===== config.mk =====
export PLATFORM = sky130hd
export DESIGN_NAME = font_glyph_rasterizer_5x5
export DESIGN_NICKNAME = d
export VERILOG_FILES = /design/src/fgr_pkg.sv /design/src/font_glyph_rasterizer_5x5.sv /design/src/fgr_front.sv /design/src/fgr_queue.sv /design/src/fgr_back.sv
export SDC_FILE = /design/constraint.sdc
export NUM_CORES = 1
export LEC_CHECK = 0
export BUFFER_PORTS_ARGS = -buffer_cell sky130_fd_sc_hd__buf_2
export CAP_MARGIN = 20
export CORE_ASPECT_RATIO = 0.9
export CORE_MARGIN = 10
export CORE_UTILIZATION = 49
export CTS_BUF_LIST = sky130_fd_sc_hd__clkbuf_8
export DETAILED_ROUTE_END_ITERATION = 16
export PLACE_DENSITY = 0.75
export SYNTH_ARGS = -nofsm -noshare
export SYNTH_HDL_FRONTEND = slang
export SYNTH_SLANG_ARGS = --single-unit

===== constraint.sdc =====
create_clock -name clk_i -period 5.74 [get_ports clk_i]
set_input_delay 0.861 -clock clk_i [delete_from_list [all_inputs] [get_ports clk_i]]
set_output_delay 0.861 -clock clk_i [all_outputs]
set_load 0.05 [all_outputs]

===== src/fgr_pkg.sv =====
// Shared types, glyph table and pixel index helpers for the 5x5 glyph rasterizer.
package fgr_pkg;

  localparam int unsigned GlyphSize = 5;
  localparam int unsigned GlyphBits = GlyphSize * GlyphSize;
  localparam int unsigned IdxW      = $clog2(GlyphBits);
  localparam int unsigned OffW      = $clog2(GlyphSize);
  localparam int unsigned CoordW    = 10;
  localparam int unsigned PixW      = 11;
  localparam int unsigned ColorW    = 16;

  typedef logic [GlyphBits-1:0] mask_t;

  typedef struct packed {
    mask_t             mask;
    logic [CoordW-1:0] x;
    logic [CoordW-1:0] y;
    logic [ColorW-1:0] color;
    logic              buf_sel;
  } item_t;

  typedef struct packed {
    logic [OffW-1:0] col;
    logic [OffW-1:0] row;
  } offs_t;

  // bit (i*5 + j) holds row j of column i
  function automatic mask_t cols5(input logic [4:0] c0, input logic [4:0] c1,
                                  input logic [4:0] c2, input logic [4:0] c3,
                                  input logic [4:0] c4);
    cols5 = {c4, c3, c2, c1, c0};
  endfunction

  function automatic mask_t glyph_mask(input logic [7:0] code);
    mask_t m;
    unique case (code)
      8'h20: m = '0;
      8'h61: m = cols5(5'h1E, 5'h05, 5'h05, 5'h05, 5'h1E);
      8'h62: m = cols5(5'h1F, 5'h15, 5'h15, 5'h15, 5'h0C);
      8'h63: m = cols5(5'h0E, 5'h11, 5'h11, 5'h11, 5'h11);
      8'h64: m = cols5(5'h1F, 5'h11, 5'h11, 5'h11, 5'h0E);
      8'h65: m = cols5(5'h1F, 5'h15, 5'h15, 5'h15, 5'h15);
      8'h66: m = cols5(5'h1F, 5'h05, 5'h05, 5'h01, 5'h01);
      8'h67: m = cols5(5'h0E, 5'h11, 5'h15, 5'h15, 5'h1D);
      8'h68: m = cols5(5'h1F, 5'h04, 5'h04, 5'h04, 5'h1F);
      8'h69: m = cols5(5'h11, 5'h11, 5'h1F, 5'h11, 5'h11);
      8'h6A: m = cols5(5'h08, 5'h10, 5'h11, 5'h11, 5'h0F);
      8'h6B: m = cols5(5'h1F, 5'h04, 5'h06, 5'h05, 5'h18);
      8'h6C: m = cols5(5'h1F, 5'h10, 5'h10, 5'h10, 5'h10);
      8'h6D: m = cols5(5'h1F, 5'h02, 5'h04, 5'h02, 5'h1F);
      8'h6E: m = cols5(5'h1F, 5'h01, 5'h0E, 5'h10, 5'h1F);
      8'h6F: m = cols5(5'h0E, 5'h11, 5'h11, 5'h11, 5'h0E);
      8'h70: m = cols5(5'h1F, 5'h05, 5'h05, 5'h05, 5'h02);
      8'h71: m = cols5(5'h0E, 5'h11, 5'h11, 5'h1E, 5'h10);
      8'h72: m = cols5(5'h1F, 5'h05, 5'h05, 5'h0D, 5'h12);
      8'h73: m = cols5(5'h12, 5'h15, 5'h15, 5'h15, 5'h09);
      8'h74: m = cols5(5'h01, 5'h01, 5'h1F, 5'h01, 5'h01);
      8'h75: m = cols5(5'h0E, 5'h10, 5'h10, 5'h10, 5'h0E);
      8'h76: m = cols5(5'h03, 5'h0C, 5'h10, 5'h0C, 5'h03);
      8'h77: m = cols5(5'h1F, 5'h08, 5'h04, 5'h08, 5'h1F);
      8'h78: m = cols5(5'h11, 5'h0A, 5'h04, 5'h0A, 5'h11);
      8'h79: m = cols5(5'h03, 5'h04, 5'h1C, 5'h04, 5'h03);
      8'h7A: m = cols5(5'h19, 5'h15, 5'h15, 5'h15, 5'h13);
      8'h2D: m = cols5(5'h04, 5'h04, 5'h04, 5'h04, 5'h04);
      8'h30: m = cols5(5'h0E, 5'h13, 5'h15, 5'h19, 5'h0E);
      8'h31: m = cols5(5'h10, 5'h12, 5'h1F, 5'h10, 5'h10);
      8'h32: m = cols5(5'h12, 5'h19, 5'h15, 5'h12, 5'h00);
      8'h33: m = cols5(5'h0A, 5'h11, 5'h15, 5'h15, 5'h0A);
      8'h34: m = cols5(5'h07, 5'h04, 5'h04, 5'h1F, 5'h04);
      8'h35: m = cols5(5'h17, 5'h15, 5'h15, 5'h09, 5'h00);
      8'h36: m = cols5(5'h0E, 5'h15, 5'h15, 5'h15, 5'h08);
      8'h37: m = cols5(5'h01, 5'h01, 5'h1D, 5'h03, 5'h01);
      8'h38: m = cols5(5'h0A, 5'h15, 5'h15, 5'h15, 5'h0A);
      8'h39: m = cols5(5'h02, 5'h15, 5'h15, 5'h15, 5'h0E);
      default: m = '1;
    endcase
    glyph_mask = m;
  endfunction

  // index of the lowest set bit
  function automatic logic [IdxW-1:0] low_index(input mask_t m);
    logic [IdxW-1:0] idx;
    idx = '0;
    for (int k = GlyphBits - 1; k >= 0; k--) begin
      if (m[k]) idx = IdxW'(k);
    end
    low_index = idx;
  endfunction

  // split a bit index into column and row offsets
  function automatic offs_t split_index(input logic [IdxW-1:0] idx);
    offs_t o;
    logic [IdxW-1:0] base;
    priority if (idx >= IdxW'(4 * GlyphSize)) begin
      o.col = OffW'(4);
    end else if (idx >= IdxW'(3 * GlyphSize)) begin
      o.col = OffW'(3);
    end else if (idx >= IdxW'(2 * GlyphSize)) begin
      o.col = OffW'(2);
    end else if (idx >= IdxW'(GlyphSize)) begin
      o.col = OffW'(1);
    end else begin
      o.col = OffW'(0);
    end
    base  = IdxW'(o.col) * IdxW'(GlyphSize);
    o.row = OffW'(idx - base);
    split_index = o;
  endfunction

endpackage


===== src/font_glyph_rasterizer_5x5.sv =====
// Top level of the 5x5 bitmap font glyph rasterizer.
// A request passes the front register, the queue and the back glyph register
// before its first pixel leaves. Throughput: one pixel per cycle at the output
// register unless out_ready_i stalls; a glyph has 1 to 25 lit bits, a blank none.
// The back stage's bit walk sets the rate; a two-entry queue decouples it.
// Reset clears all valid flags and the bit walk; data registers are not reset.
module font_glyph_rasterizer_5x5 import fgr_pkg::*; (
  input  logic              clk_i,
  input  logic              rst_ni,
  input  logic              in_valid_i,
  output logic              in_ready_o,
  input  logic [7:0]        char_code_i,
  input  logic [CoordW-1:0] origin_x_i,
  input  logic [CoordW-1:0] origin_y_i,
  input  logic [ColorW-1:0] color_i,
  input  logic              buffer_select_i,
  output logic              out_valid_o,
  input  logic              out_ready_i,
  output logic [PixW-1:0]   pixel_x_o,
  output logic [PixW-1:0]   pixel_y_o,
  output logic [ColorW-1:0] out_color_o,
  output logic              out_buffer_o,
  output logic              last_o
);

  logic  f_valid, f_ready, q_valid, q_ready;
  item_t f_item, q_item;

  fgr_front u_front (
    .clk_i,
    .rst_ni,
    .in_valid_i,
    .in_ready_o,
    .char_code_i,
    .origin_x_i,
    .origin_y_i,
    .color_i,
    .buffer_select_i,
    .f_valid_o (f_valid),
    .f_ready_i (f_ready),
    .f_item_o  (f_item)
  );

  fgr_queue u_queue (
    .clk_i,
    .rst_ni,
    .wr_valid_i (f_valid),
    .wr_ready_o (f_ready),
    .wr_item_i  (f_item),
    .rd_valid_o (q_valid),
    .rd_ready_i (q_ready),
    .rd_item_o  (q_item)
  );

  fgr_back u_back (
    .clk_i,
    .rst_ni,
    .q_valid_i (q_valid),
    .q_ready_o (q_ready),
    .q_item_i  (q_item),
    .out_valid_o,
    .out_ready_i,
    .pixel_x_o,
    .pixel_y_o,
    .out_color_o,
    .out_buffer_o,
    .last_o
  );

endmodule


===== src/fgr_front.sv =====
// Front stage: accepts requests, looks up the glyph and drops blank glyphs.
module fgr_front import fgr_pkg::*; (
  input  logic              clk_i,
  input  logic              rst_ni,
  input  logic              in_valid_i,
  output logic              in_ready_o,
  input  logic [7:0]        char_code_i,
  input  logic [CoordW-1:0] origin_x_i,
  input  logic [CoordW-1:0] origin_y_i,
  input  logic [ColorW-1:0] color_i,
  input  logic              buffer_select_i,
  output logic              f_valid_o,
  input  logic              f_ready_i,
  output item_t             f_item_o
);

  logic  valid_q, valid_d;
  item_t item_q, item_d;
  mask_t mask;

  assign in_ready_o = !valid_q || f_ready_i;
  assign mask       = glyph_mask(char_code_i);

  always_comb begin
    valid_d = valid_q;
    item_d  = item_q;
    if (f_ready_i) valid_d = 1'b0;
    if (in_valid_i && in_ready_o) begin
      valid_d        = (mask != '0);
      item_d.mask    = mask;
      item_d.x       = origin_x_i;
      item_d.y       = origin_y_i;
      item_d.color   = color_i;
      item_d.buf_sel = buffer_select_i;
    end
  end

  always_ff @(posedge clk_i or negedge rst_ni) begin
    if (!rst_ni) begin
      valid_q <= 1'b0;
    end else begin
      valid_q <= valid_d;
    end
  end

  always_ff @(posedge clk_i) begin
    item_q <= item_d;
  end

  assign f_valid_o = valid_q;
  assign f_item_o  = item_q;

endmodule


===== src/fgr_queue.sv =====
// Two-entry queue of decoded glyph requests between front and back.
module fgr_queue import fgr_pkg::*; (
  input  logic  clk_i,
  input  logic  rst_ni,
  input  logic  wr_valid_i,
  output logic  wr_ready_o,
  input  item_t wr_item_i,
  output logic  rd_valid_o,
  input  logic  rd_ready_i,
  output item_t rd_item_o
);

  item_t      mem_q [2];
  logic [1:0] cnt_q, cnt_d;
  logic       wp_q, wp_d, rp_q, rp_d;
  logic       push, pop;

  assign wr_ready_o = (cnt_q != 2'd2);
  assign rd_valid_o = (cnt_q != 2'd0);
  assign rd_item_o  = mem_q[rp_q];
  assign push       = wr_valid_i && wr_ready_o;
  assign pop        = rd_valid_o && rd_ready_i;

  always_comb begin
    wp_d  = push ? !wp_q : wp_q;
    rp_d  = pop ? !rp_q : rp_q;
    cnt_d = cnt_q + 2'(push) - 2'(pop);
  end

  always_ff @(posedge clk_i or negedge rst_ni) begin
    if (!rst_ni) begin
      cnt_q <= 2'd0;
      wp_q  <= 1'b0;
      rp_q  <= 1'b0;
    end else begin
      cnt_q <= cnt_d;
      wp_q  <= wp_d;
      rp_q  <= rp_d;
    end
  end

  always_ff @(posedge clk_i) begin
    if (push) mem_q[wp_q] <= wr_item_i;
  end

endmodule


===== src/fgr_back.sv =====
// Back stage: walks the lit bits of one glyph and emits one pixel per cycle unless the output stalls.
module fgr_back import fgr_pkg::*; (
  input  logic              clk_i,
  input  logic              rst_ni,
  input  logic              q_valid_i,
  output logic              q_ready_o,
  input  item_t             q_item_i,
  output logic              out_valid_o,
  input  logic              out_ready_i,
  output logic [PixW-1:0]   pixel_x_o,
  output logic [PixW-1:0]   pixel_y_o,
  output logic [ColorW-1:0] out_color_o,
  output logic              out_buffer_o,
  output logic              last_o
);

  item_t             cur_q, cur_d;
  logic              ov_q, ov_d;
  logic [PixW-1:0]   px_q, px_d, py_q, py_d;
  logic [ColorW-1:0] oc_q, oc_d;
  logic              ob_q, ob_d, ol_q, ol_d;
  logic              busy, emit, load;
  mask_t             rest;
  offs_t             offs;

  assign busy = (cur_q.mask != '0);
  assign emit = busy && (!ov_q || out_ready_i);
  assign rest = cur_q.mask & (cur_q.mask - mask_t'(1));
  assign offs = split_index(low_index(cur_q.mask));
  assign load = q_valid_i && (!busy || (emit && rest == '0));
  assign q_ready_o = load;

  always_comb begin
    cur_d = cur_q;
    ov_d  = ov_q && !out_ready_i;
    px_d  = px_q;
    py_d  = py_q;
    oc_d  = oc_q;
    ob_d  = ob_q;
    ol_d  = ol_q;
    if (emit) begin
      cur_d.mask = rest;
      ov_d       = 1'b1;
      px_d       = PixW'(cur_q.x) + PixW'(offs.col);
      py_d       = PixW'(cur_q.y) + PixW'(offs.row);
      oc_d       = cur_q.color;
      ob_d       = cur_q.buf_sel;
      ol_d       = (rest == '0);
    end
    if (load) cur_d = q_item_i;
  end

  always_ff @(posedge clk_i or negedge rst_ni) begin
    if (!rst_ni) begin
      cur_q <= '0;
      ov_q  <= 1'b0;
    end else begin
      cur_q <= cur_d;
      ov_q  <= ov_d;
    end
  end

  always_ff @(posedge clk_i) begin
    px_q          <= px_d;
    py_q          <= py_d;
    oc_q          <= oc_d;
    ob_q          <= ob_d;
    ol_q          <= ol_d;
  end

  assign out_valid_o  = ov_q;
  assign pixel_x_o    = px_q;
  assign pixel_y_o    = py_q;
  assign out_color_o  = oc_q;
  assign out_buffer_o = ob_q;
  assign last_o       = ol_q;

endmodule

==> reports/results.ini <==
[logic_synthesis]
async_flop_share_pct = 23.13
ys_seq_area_share_pct = 64.63
synth_cell_types = 72
yosys_warnings = 0
synth-seq-cells = 294
yosys-top-cells-area = edfxtp_1, dfrtp_1, mux2_2
synthCells = 1009
synth.top_cell.area_share_pct = 51.67
synth-edff-count = 226
synth.net_count = 1076
avgSynthCellArea_um2 = 13.02
synthFlopType = edfxtp_1
yosysTopAreaCell = edfxtp_1
syn-cell-area_um2 = 13130

[routing]
ant_nets = 0
wl_per_cell_um = 19.11
vias_per_cell = 5.634
wl_mm = 28.40
drc_errors = 0
vias = 8372
first_pass_iters = 5
drt_iter0_drc = 829

[grt]
grtUsageTotal_pct = 16.61
grt_first_pass_wirelength_mm = 45.27
grt_max_degree = 69
grt_overflow_total = 0
grt_pass1_vias = 8221
antenna_found_initial = 1

[finish]
fin_area_um2 = 14850
fin_util_pct = 56.65
layout.cells.non_filler = 1486
final_cell_mix = edfxtp_1, buf_2, o21ai_0
layout-drive-gt1-share_pct = 21.28
syn2layout_area_growth_pct = 13.03
final_common_cell = edfxtp_1
multi_input_area_um2 = 4300
seq_area_um2 = 8489
fillerInstances = 2112
nets = 1169

[clocking]
root_buffer = clkbuf_8
cts_num_sinks = 294
htree_levels = 2
insertion_delay_ps = 550
cts_tree = done
ctsResizeCount = 0
cts.clk_slew.worst_paths_ps = 60
cts.path.max_buffers = 3
postCtsSetupBuffers = 0
hold_buffers = 0
cts_inserted_buffers = 44

[floorplanning]
die_y_um = 175.3
initial_core_util_pct = 50.12
fp.coreArea_um2 = 26210
ios = 91
die_w_um = 192.6
rows = 56
dieArea_um2 = 33760

[placed_design]
placed_area_um2 = 13890
hpwl_mm = 19.05
finalWeightedCongestion = 0.9512
io_buffers = 90
dp_cells = 1403

[pwr]
leakage_nw = 5.556
power-per-cell-area_nw_per_um2 = 563.2
intPower_w = 0.005266
power_w = 0.008361
p_switching_w = 0.003095
seqPwrFrac_pct = 42.0
peakVddDrop_mv = 0.2944
power_frac_comb_pct = 37.0
power_frac_clock_pct = 21.0
swShare_pct = 37.01

[timing]
setup_viol = 0
fin_skew_ps = 29.19
setup_tns_ps = 0
drv_slew = 0
relSlewSlack_pct = 28.59
fmax_mhz = 211.8
post-route-min-period_ps = 4722
tightest_slew_ps = 1071
period_share_pct = 82.27
rsz0062_at_grt = no
hold_violations = 0

[critical_path]
cp.arrival_ps = 5000
critical_path.endpoint = u_back.pixel_y_o[9]
end_kind = flip-flop
crit_type = reg2reg
cp_slowest_stage_delay_ps = 660
cp-start-kind = flip-flop
r2r_end = u_back.pixel_y_o[9]
reg2reg_setup_slack_ps = 1020
crit_path_start = u_back.cur_q[53]
rr_startpoint = u_back.cur_q[53]
crit_required_ps = 6020
cp_cell_sequence = or4_1 -> o31ai_1 -> nor2_1 -> o311ai_1 -> o21ai_1 -> nor2b_1 -> fa_1 -> inv_1 -> ha_1 -> a21o_1 -> a21oi_1 -> nor2_1 -> nand4_1 -> xnor2_1
worstRegToRegCells = 14
slowest_stage = or4_1
cp_max_fo = 7
cpMostUsedCell = nor2_1

[outcome]
status = finished, final reports clean

[flow_run]
maxCapViolCount = 0

[worst_hold_path]
hp-class = reg2reg

## flip-flops by register name (all words and copies together), names as in the netlist
name                 flops
u_queue.wp_q             1
u_back.out_buffer_o      1
u_back.cur_q            62
u_back.pixel_x_o        11
u_queue.cnt_q            2
u_back.out_color_o      16
u_back.pixel_y_o        11
u_front.f_item_o        62
u_front.f_valid_o        1
u_back.out_valid_o       1
u_back.last_o            1
u_queue.mem_q          124
u_queue.rp_q             1
## Yosys cell counts (7+ instances only)
library cell,instances
mux2_2,54
a211oi_1,8
a21oi_1,59
o22ai_1,7
o21ai_0,82
clkbuf_1,44
nor4_1,8
inv_1,25
mux2i_1,30
xnor2_1,18
o211ai_1,13
a31oi_1,11
nor2b_1,14
dfrtp_1,68
o311ai_0,7
nand2b_1,14
nor2_1,74
o21a_1,7
nor3_1,11
mux2_1,18
o31ai_1,9
nand2_1,67
nand3_1,16
ha_1,15
edfxtp_1,226
## metal layers
metal	wire, um	GRT usage, %
met4	555	4.971
met1	12830	23.66
met2	13350	25.77
met5	0	0
met3	1662	2.535
## worst min-delay path by stage
stage                               startpoint                     end  cells after the start
after floorplan                u_back.cur_q[1]   u_back.out_color_o[0]                      0
after global placement    u_front.f_item_o[41]    u_queue.mem_q[0][41]                      0
after detailed placement      u_back.cur_q[15]  u_back.out_color_o[14]                      0
after CTS                 u_front.f_item_o[56]    u_queue.mem_q[0][56]                      0
after global routing               color_i[15]    u_front.f_item_o[16]                      1
final                     u_front.f_item_o[14]    u_queue.mem_q[1][14]                      0
## final cells by class
cell class	count	area share, %
sequential	294	57.18
antenna	1	0.01686
clock inverter	28	1.424
multi-input combinational	631	28.97
clock buffer	53	4.914
timing repair buffer	104	3.877
tap	348	2.933
inverter	27	0.6827
## kinds of logic (layout without fill, tap and decap cells)
family | Yosys count | after routing | synth area share (%)
other | 0 | 1 | 0
multiplexers | 103 | 103 | 8.631
AO/OA/AOI/OAI | 239 | 239 | 11.21
buffers and inverters | 84 | 212 | 2.705
flip-flops | 294 | 294 | 64.63
adder cells (fa/ha/maj) | 22 | 22 | 2.191
XOR/XNOR | 24 | 24 | 1.600
AND/OR/NAND/NOR | 243 | 243 | 9.031
## through the flow
step	worst slack (ps)	hold WS (ps)
final	1018	439.0
after global placement	1272	421.9
after detailed placement	1060	426.5
after CTS	1073	436.8
after floorplan	1593	417.8
after global routing	731.7	441.5
## worst max-delay path: cells and delay by family (launching register included)
family	cells	cell delay, ps
compound gates	5	1800
simple gates	5	1290
fa+ha+maj	2	780
flops	1	440
xor+xnor	1	90
buf+inv	1	70
## power by group through the flow
stage | clock, W | combinational, W | sequential, W
3_3_place_gp | 0 | 0.00302 | 0.00352
4_1_cts | 0.00181 | 0.00311 | 0.00351
5_1_grt | 0.00191 | 0.00342 | 0.00358
2_1_floorplan | 0 | 0.00198 | 0.00387
6_report | 0.00176 | 0.00309 | 0.00351
3_5_place_dp | 0 | 0.00310 | 0.00355
Note: power is estimated with default switching activity, not from simulation.
